==> config.mk <==
export PLATFORM = sky130hd
export DESIGN_NAME = qrr_ctrl
export DESIGN_NICKNAME = d
export VERILOG_FILES = /design/src/rtl/qrr_pkg.sv /design/src/rtl/qrr_ctrl.sv
export SDC_FILE = /design/constraint.sdc
export NUM_CORES = 1
export LEC_CHECK = 0
export ABC_AREA = 1
export BUFFER_PORTS_ARGS = -buffer_cell sky130_fd_sc_hd__buf_2
export CAP_MARGIN = 20
export CORE_AREA = 2 2 39 41
export CTS_BUF_LIST = sky130_fd_sc_hd__clkbuf_8
export DETAILED_ROUTE_END_ITERATION = 16
export DIE_AREA = 0 0 41 43
export SYNTH_ARGS = -nofsm -noshare
export SYNTH_HDL_FRONTEND = slang
export SYNTH_SLANG_ARGS = --single-unit
==> constraint.sdc <==
create_clock -name clk -period 1.6 [get_ports clk]
set_clock_uncertainty 0.1 [all_clocks]
set_input_delay 0.16 -clock clk [delete_from_list [all_inputs] [get_ports clk]]
set_output_delay 0.16 -clock clk [all_outputs]
set_load 0.05 [all_outputs]
==> src/rtl/qrr_pkg.sv <==
// ----------------------------------------------------------------------------
// qrr_pkg: shared definitions for the quota round-robin list merge
// Field widths, register reset values, operation and register codes,
// controller states and the command and status bundles between the
// controller and the datapath.
// ----------------------------------------------------------------------------
`default_nettype none

package qrr_pkg;

  // Default sizes for the top-level parameters.
  localparam int NUM_LISTS_DEF  = 6;
  localparam int LIST_DEPTH_DEF = 64;
  localparam int TAG_WIDTH_DEF  = 16;

  // Fixed field widths.
  localparam int OP_W       = 2;
  localparam int LIST_IDX_W = 3;
  localparam int QUOTA_W    = 4;
  localparam int CAP_W      = 8;
  localparam int QUOTAS_W   = 24;
  localparam int CAPS_W     = 48;
  localparam int LIMIT_W    = 10;
  localparam int LIU_W      = 3;
  localparam int ACT_W      = 4;
  localparam int CFG_IDX_W  = 2;
  localparam int CFG_DATA_W = 48;

  // Register reset values.
  localparam logic [QUOTAS_W-1:0] QUOTAS_RST = 24'h111111;
  localparam logic [CAPS_W-1:0]   CAPS_RST   = 48'h030302020208;
  localparam logic [LIMIT_W-1:0]  LIMIT_RST  = 10'd20;
  localparam logic [LIU_W-1:0]    LISTS_RST  = 3'd6;

  // Pull status codes.
  localparam logic STATUS_ENTRY = 1'b0;
  localparam logic STATUS_DONE  = 1'b1;

  typedef enum logic [OP_W-1:0] {
    OP_CLEAR = 2'd0,
    OP_LOAD  = 2'd1,
    OP_PULL  = 2'd2
  } op_t;

  typedef enum logic [CFG_IDX_W-1:0] {
    CFG_QUOTAS = 2'd0,
    CFG_CAPS   = 2'd1,
    CFG_LIMIT  = 2'd2,
    CFG_LISTS  = 2'd3
  } cfg_reg_t;

  typedef enum logic [1:0] {
    S_IDLE,
    S_SCAN,
    S_DELIVER,
    S_FINISH
  } state_t;

  // Commands from the controller to the datapath.
  typedef struct packed {
    logic clear;
    logic load;
    logic pull_start;
    logic scan;
    logic out_entry;
    logic out_finish;
  } dp_cmd_t;

  // Status from the datapath to the controller.
  typedef struct packed {
    logic merge_done;
    logic hit;
    logic visit_done;
    logic out_busy;
  } dp_status_t;

  // Quota of a list; lists without a field and a zero field both give 1.
  function automatic logic [QUOTA_W-1:0] quota_of(input logic [QUOTAS_W-1:0] quotas,
                                                  input logic [LIST_IDX_W-1:0] idx);
    logic [31:0]        wide;
    logic [QUOTA_W-1:0] q;
    wide = {8'h00, quotas};
    q    = wide[{idx, 2'b00} +: QUOTA_W];
    return (q == '0) ? QUOTA_W'(1) : q;
  endfunction

  // Cap of a list; lists without a field have a cap of zero.
  function automatic logic [CAP_W-1:0] cap_of(input logic [CAPS_W-1:0] caps,
                                              input logic [LIST_IDX_W-1:0] idx);
    logic [63:0] wide;
    wide = {16'h0000, caps};
    return wide[{idx, 3'b000} +: CAP_W];
  endfunction

endpackage

`default_nettype wire

==> src/rtl/qrr_ctrl.sv <==
// ----------------------------------------------------------------------------
// qrr_ctrl: merge controller
// Accepts request items, sequences the visit scan of a pull one visit per
// cycle, bounds the scan and hands results to the datapath's output stage.
// ----------------------------------------------------------------------------
`default_nettype none

module qrr_ctrl #(
  parameter int NUM_LISTS = qrr_pkg::NUM_LISTS_DEF
) (
  input  wire logic                     clk,
  input  wire logic                     rst,
  input  wire logic                     in_valid,
  input  wire logic [qrr_pkg::OP_W-1:0] in_op,
  output logic                          in_ready,
  input  wire qrr_pkg::dp_status_t      status,
  output qrr_pkg::dp_cmd_t              cmd
);

  localparam int SCAN_BOUND = 3 * NUM_LISTS + 3;
  localparam int SCAN_W     = $clog2(SCAN_BOUND);

  qrr_pkg::state_t    state;
  qrr_pkg::state_t    state_next;
  logic [SCAN_W-1:0]  scan_cnt;
  logic               accept;
  logic               scan_last;

  assign in_ready  = (state == qrr_pkg::S_IDLE);
  assign accept    = in_valid && in_ready;
  assign scan_last = (scan_cnt == SCAN_W'(SCAN_BOUND - 1));

  // Next-state logic.
  always_comb begin
    state_next = state;
    case (state)
      qrr_pkg::S_IDLE: begin
        if (accept && (in_op == qrr_pkg::OP_PULL)) begin
          state_next = status.merge_done ? qrr_pkg::S_FINISH : qrr_pkg::S_SCAN;
        end
      end
      qrr_pkg::S_SCAN: begin
        if (status.hit) begin
          state_next = qrr_pkg::S_DELIVER;
        end else if (status.visit_done || scan_last) begin
          state_next = qrr_pkg::S_FINISH;
        end
      end
      qrr_pkg::S_DELIVER: begin
        if (!status.out_busy) begin
          state_next = qrr_pkg::S_IDLE;
        end
      end
      qrr_pkg::S_FINISH: begin
        if (!status.out_busy) begin
          state_next = qrr_pkg::S_IDLE;
        end
      end
      default: state_next = qrr_pkg::S_IDLE;
    endcase
  end

  // Command outputs to the datapath.
  always_comb begin
    cmd = '0;
    case (state)
      qrr_pkg::S_IDLE: begin
        if (accept) begin
          case (in_op)
            qrr_pkg::OP_CLEAR: cmd.clear      = 1'b1;
            qrr_pkg::OP_LOAD:  cmd.load       = 1'b1;
            qrr_pkg::OP_PULL:  cmd.pull_start = 1'b1;
            default:           cmd            = '0;
          endcase
        end
      end
      qrr_pkg::S_SCAN:    cmd.scan       = 1'b1;
      qrr_pkg::S_DELIVER: cmd.out_entry  = !status.out_busy;
      qrr_pkg::S_FINISH:  cmd.out_finish = !status.out_busy;
      default:            cmd            = '0;
    endcase
  end

  // State register and scan counter.
  always_ff @(posedge clk) begin
    if (rst) begin
      state    <= qrr_pkg::S_IDLE;
      scan_cnt <= '0;
    end else begin
      state <= state_next;
      if (state != qrr_pkg::S_SCAN) begin
        scan_cnt <= '0;
      end else if (!status.hit) begin
        scan_cnt <= scan_cnt + SCAN_W'(1);
      end
    end
  end

endmodule

`default_nettype wire

======== Word-level counts from Yosys, hierarchy flattened ========
Cells that the tools add are included.
word-level totals
  register bits after elaboration ......... 7
  input bits .............................. 9
  output and inout bits ................... 7
  logic and storage cells ................. 36
cells by class
  add/subtract/negate cells ............... 1
  equality and inequality tests ........... 10
  muxes and demuxes ....................... 14
  reduce and logical (&&, ||, !) cells .... 9
operator list
  kind                                            number
  two-way mux 2 bit                               5
  == test 2 bit (second input constant)           3
  two-way mux 6 bit                               1
  case mux 1 bit (2 select lines)                 3
  case mux 2 bit (3 select lines)                 1
  adder 5 x 1 -> 5 bit (second input constant)    1
  == test 5 bit (second input constant)           1
  == test 2 x 1 -> 1 bit (second input constant)  2
  logical NOT 2 bit                               2
  != test 2 x 1 -> 1 bit (second input constant)  2
  OR reduction 2 bit                              2
  two-way mux 1 bit                               3
  two-way mux 3 bit                               1
  != test 3 bit (second input constant)           1
  AND reduction 3 bit                             1
  logical AND 1 bit                               2
  != test 2 bit (second input constant)           1
  logical NOT 1 bit                               1
  logical OR 1 bit                                1

======== Depth between registers and ports, before layout ========
Gate-level depths: netlist (run 1).
  depth in word-level cells ............... 5
  depth in mapped cells ................... 6
  gate-level depth less buffers ........... 6

======== Worst setup path before layout (run 1) ========
OpenSTA, ideal clock, no wires.
  path kind ............................... reg2out
  start ................................... register state[1]
  end ..................................... output cmd[4] in the netlist's numbering
  arrival ................................. 1.859 ns
  setup slack ............................. -0.519 ns
  stages on the path, launching flop included .. 6
  cell sequence ........................... dfxtp_1 inv_2 nand2_2 inv_2 nand2_1 nor3_1
RTL lines
  element                 line            text
  from (decl)             qrr_ctrl.sv:23  qrr_pkg::state_t state;
  from (signal assigned)  qrr_ctrl.sv:87  state <= qrr_pkg::S_IDLE;
  from (signal assigned)  qrr_ctrl.sv:90  state <= state_next;
  to (decl)               qrr_ctrl.sv:17  output qrr_pkg::dp_cmd_t cmd

==> results of run 1 <==
==> metal layers <==
metal | vias up | GRT usage | share of wire
li1 | 230 | - | -
met1 | 179 | 0.0935 | 0.46
met2 | 17 | 0.178 | 0.43
met3 | 2 | 0.0314 | 0.078
met4 | 0 | 0.100 | 0.033
met5 | - | 0 | 0
==> area by class of cell <==
| type | count | area, µm² |
|---|---|---|
| fill | 143 | 793 |
| timing repair buffer | 15 | 86.3 |
| clock buffer | 3 | 41.3 |
| inverter | 14 | 52.6 |
| tap | 16 | 20.0 |
| multi-input combinational | 39 | 246 |
| clock inverter | 1 | 3.75 |
| sequential | 7 | 140 |
==> repair_timing <==
action	CTS	global route
endpoints found under the hold margin	0	0
gates resized for setup	0	6
setup buffers	0	0
setup endpoints to repair	0	3
==> cell usage after synthesis <==
master	number
nand2_2	4
inv_2	5
nand3_1	3
ha_1	2
nor3_1	4
nor3_2	1
nor2_2	1
o221ai_1	1
o211ai_1	1
o21ai_2	1
a21oi_1	5
xor2_1	1
o21ai_1	1
dfxtp_1	7
nand2_1	6
nor2_1	5
o21ai_0	1
nor2_4	1
inv_1	9
nand4_1	1
==> flip-flops by register name (all words and copies together), names as in the netlist <==
name	flops
scan_cnt	5
state	2
==> kinds of logic after synthesis <==
logic type	count (synthesis)	synth area share
simple gates	26	0.320
buf+inv	14	0.125
compound gates	10	0.142
flops	7	0.332
fa+ha+maj	2	0.0593
xor+xnor	1	0.0208
==> worst max-delay path: stages, from the launching register on <==
cell	delay (ns)
dfxtp_1	0.31
inv_2	0.11
nand2_2	0.09
inv_2	0.07
nand2_1	0.10
nor3_2	0.14
buf_6	0.18
==> worst paths after layout <==
path / endpoint / depth (start not counted) / slack [ns]
worst max-delay path: cmd[4] / 6 / 0.11
worst min-delay path: state[0]$_SDFFE_PP0P_ / 4 / 0.11
worst min register to register: scan_cnt[3]$_SDFFE_PP0N_ / 2 / 0.40
worst max register to register: scan_cnt[4]$_SDFFE_PP0N_ / 6 / 0.42
==> stage by stage <==
step	cell area, µm²	hold slack (ns)
6_report	591	0.112
5_1_grt	591	0.142
4_1_cts	579	0.111
3_5_place_dp	534	0.351
3_3_place_gp	534	0.359
2_1_floorplan	439	0.200
==> power breakdown <==
group | switching [mW] | total [mW] | internal, mW
Clock | 0.0792 | 0.245 | 0.166
Sequential | 0.0214 | 0.223 | 0.201
Combinational | 0.329 | 0.448 | 0.119
Total | 0.429 | 0.916 | 0.486
==> impl_metrics.yaml, run 1 <==
placement:
  gp_congestion: 0.785
  placed_cells: 91
  hpwl_um: 680
  io_buffers: 15
  pre_cts_slack_ns: 0.280
drt:
  ant_nets: 0
  firstDrtPassIters: 2
  finalWirelength_um: 820
  drc_errors: 0
  viasPerCell: 4.51
  vias: 428
  drt-initial-drc-count: 2
  wl_per_cell_um: 8.63
finish:
  mostFrequentLayoutCells: "12 x buf_2, 10 x inv_1, 7 x dfxtp_1"
  diodes: 0
  nNetsFinal: 91
  final_common_cell: "buf_2"
  fin_util: 0.427
  fin_cells: 95
  syn_to_final_growth_pct: 40.1
  drive_gt1_frac: 0.443
floorplanning:
  rows: 14
  die_w_um: 41
  initial_core_util: 0.305
  die-area_um2: 1760
  coreArea_um2: 1380
  io_pins: 16
  fp.dieH_um: 43
timing:
  setup_violations: 0
  timing.final.ws_setup_ns: 0.114
  period_needed_ns: 1.49
  slew_headroom: 0.835
  max_freq_ghz: 0.673
  final_max_slew_viol_count: 0
  tightestPinTransition_ns: 0.249
  fin_tns_setup_ns: 0
  rsz0062_at_grt: "yes"
  layout_worst_path_cycle_share: 0.929
  finalHoldViolCount: 0
synthesis:
  synth.yosys.seq_area_share: 0.332
  avgSynthCellArea_um2: 7.03
  ys_seq_elements: 7
  synth_area_um2: 422
  synth_nets: 71
  yosysTopAreaCellShare: 0.332
  yosysTopAreaCell: "dfxtp_1"
  ys_top_cells_by_area: "dfxtp_1 33%, inv_1 8.0%, a21oi_1 5.9%"
  synthCells: 60
  synth_cell_types: 20
  ys_warn_count: 0
clocking:
  cts_tree: "yes"
  clockBufferDepth: 2
  cts_hold_buf: 0
  cts_buffers: 3
  htree_levels: 1
  path_clk_slew_ns: 0.04
  clk_latency_ns: 0.23
  cts_root_buffer: "clkbuf_8"
  cts_sinks: 7
grt:
  grt_max_degree: 7
  grt_usage: 0.108
  grt_pass1_wl_um: 1250
  overflow: 0
  antenna_found_initial: 0
  grt_pass1_vias: 386
setup_path:
  cp_data_arrival_time_ns: 1.23
  path_class: "flip-flop to primary output"
  reg2reg_from: "scan_cnt[1]$_SDFFE_PP0N_"
  cp.required_ns: 1.34
  worst-path-max-fanout: 6
  crit_start: "state[1]$_SDFFE_PP0P_"
  crit_path_end_kind: "primary output"
  start_kind: "flip-flop"
outcome:
  status: "completed"
power_and_ir_drop:
  leakagePower_nw: 0.266
  peakVddDrop_mv: 0.500
  power.density_nw_per_um2: 1550
  power_mw: 0.916
run:
  drv_cap: 0
hold_path:
  hold_start: "rst"
  hold_path.class: "primary input to flip-flop"
Power figures use the tool's default switching activity.
==> inputs of run 2 (changes only) <==
--- a/config.mk
+++ b/config.mk
@@ -6,12 +6,12 @@
 export NUM_CORES = 1
 export LEC_CHECK = 0
 export ABC_AREA = 1
-export BUFFER_PORTS_ARGS = -buffer_cell sky130_fd_sc_hd__buf_2
 export CAP_MARGIN = 20
 export CORE_AREA = 2 2 39 41
 export CTS_BUF_LIST = sky130_fd_sc_hd__clkbuf_8
 export DETAILED_ROUTE_END_ITERATION = 16
 export DIE_AREA = 0 0 41 43
+export DONT_BUFFER_PORTS = 1
 export SYNTH_ARGS = -nofsm -noshare
 export SYNTH_HDL_FRONTEND = slang
 export SYNTH_SLANG_ARGS = --single-unit
==> run 2 against run 1 <==
Critical path depth stayed put. Total power is 0.84% higher. Via count is 6.1% lower. Sequential share of layout area is 0.050 points higher. Combinational power is 1% higher. Clock power hardly changed. Worst setup slack worse by 0.014 ns. Utilization is 0.090 points lower. Wire length is 6.8% higher. Final cell count is 7.4% lower. Global-route usage is 1.0 points higher. Design area is 0.21% lower. Highest routed layer is now met3.
==> impl_metrics.yaml, run 2 (synthesis results as in run 1) <==
outcome:
  status: "completed"
grt:
  grt_usage: 0.118
  overflow: 0
  grt_max_degree: 7
  grt_pass1_vias: 385
  antenna_found_initial: 0
  grt_pass1_wl_um: 1370
setup_path:
  cp.required_ns: 1.34
  cp_data_arrival_time_ns: 1.24
  critical-path-max-stage-delay_ns: 0.31
  crit_path_end_kind: "primary output"
  worst-path-max-fanout: 6
  critPathBufInv: 3
  reg2reg_from: "scan_cnt[1]$_SDFFE_PP0N_"
  reg2reg_depth: 6
  path_delay_family: "buffers and inverters"
  start_kind: "flip-flop"
  crit_start: "state[1]$_SDFFE_PP0P_"
  cp.depth: 6
  path_class: "flip-flop to primary output"
  cp_slowest_cell: "dfxtp_1"
  worstPathCellList: "inv_2, nand2_2, inv_2, nand2_1, nor3_2, buf_6"
  cp_common_cell: "inv_2"
floorplanning:
  io_pins: 16
  die_w_um: 41
  rows: 14
  fp.dieH_um: 43
  initial_core_util: 0.305
  die-area_um2: 1760
  coreArea_um2: 1380
hold_path:
  hold_path.class: "primary input to flip-flop"
  hold_depth: 3
  hold_start: "status[2]"
timing:
  timing.final.ws_setup_ns: 0.0997
  final_max_slew_viol_count: 0
  slew_headroom: 0.724
  setup_violations: 0
  max_freq_ghz: 0.667
  finalHoldViolCount: 0
  tightestPinTransition_ns: 0.414
  layout_worst_path_cycle_share: 0.938
  rsz0062_at_grt: "no"
  period_needed_ns: 1.50
finish:
  final_common_cell: "inv_1"
  syn_to_final_growth_pct: 39.8
  fin_cells: 88
  max_flop_register: "scan_cnt"
  fin_util: 0.426
  largest_reg_flops: 5
  drive_gt1_frac: 0.361
  nNetsFinal: 84
  nFillCells: 144
  design_area_um2: 589
  mostFrequentLayoutCells: "10 x inv_1, 7 x dfxtp_1, 6 x nand2_1"
  diodes: 0
  reg_top3: "scan_cnt: 5 flops, state: 2 flops"
drt:
  firstDrtPassIters: 4
  viasPerCell: 4.57
  ant_nets: 0
  drt-initial-drc-count: 5
  drc_errors: 0
  vias: 402
  finalWirelength_um: 876
  wl_per_cell_um: 9.95
clocking:
  cts_buffers: 3
  clk_latency_ns: 0.23
  clockBufferDepth: 2
  cts_sinks: 7
  htree_levels: 1
  cts_tree: "yes"
  path_clk_slew_ns: 0.04
  cts_root_buffer: "clkbuf_8"
placement:
  io_buffers: 0
  gp_congestion: 0.828
  hpwl_um: 705
  place_area_um2: 517
  pre_cts_slack_ns: 0.326
  placed_cells: 82
power_and_ir_drop:
  peakVddDrop_mv: 0.453
  leakagePower_nw: 0.243
  power.density_nw_per_um2: 1570
run:
  drv_cap: 0
run 2: changes by cell type in the layout (fill, tap and decap cells not counted):
cell,before,now
buf_4,1,3
buf_12,0,1
buf_2,12,0
buf_6,1,2
dlygate4sd3_1,0,2
clkbuf_4,1,0
run 2: per-stage QoR:
stage,hold WS [ns],TNS (ns),total power [mW]
3_3_place_gp,0.204,0,0.674
4_1_cts,0.00318,0,0.934
5_1_grt,0.0482,0,0.988
2_1_floorplan,0.200,-0.385,0.582
3_5_place_dp,0.209,0,0.676
6_report,0.00906,0,0.923
run 2: power by group:
part	internal, mW	total (mW)	leakage [nW]	switching [mW]
Clock	0.166	0.247	0.0269	0.0804
Combinational	0.131	0.454	0.159	0.323
Sequential	0.201	0.223	0.0568	0.0218
run 2: worst paths after layout:
path / endpoint / slack [ns]
worst max-delay path: cmd[4] / 0.1
worst min-delay path: scan_cnt[1]$_SDFFE_PP0N_ / 0.009
worst max register to register: scan_cnt[4]$_SDFFE_PP0N_ / 0.40
worst min register to register: scan_cnt[1]$_SDFFE_PP0N_ / 0.40
run 2: area by class of cell:
| type | instances | area [µm²] | area share |
|---|---|---|---|
| tap | 16 | 20.0 | 0.0340 |
| timing repair buffer | 8 | 85.1 | 0.144 |
| multi-input combinational | 39 | 246 | 0.418 |
| inverter | 14 | 52.6 | 0.0892 |
| clock buffer | 3 | 41.3 | 0.0701 |
| sequential | 7 | 140 | 0.238 |
| clock inverter | 1 | 3.75 | 0.00637 |
run 2: timing repair:
item | 4_1_cts | 5_1_grt
hold buffers | 2 | 0
resized for setup | 0 | 2
setup endpoints to repair | 0 | 2
buffers inserted | 0 | 0
endpoints found under the hold margin | 3 | 0
run 2: layer usage:
layer | up-vias | track usage | wire length (µm)
met3 | 0 | 0.0366 | 119
met1 | 165 | 0.139 | 369
li1 | 217 | - | -
met5 | - | 0 | 0
met4 | 0 | 0.0800 | 0
met2 | 20 | 0.172 | 387
run 2: tightest hold or removal path: stages:
cell	delay, ns
inv_2	0.03
nand2_1	0.05
a21oi_1	0.05
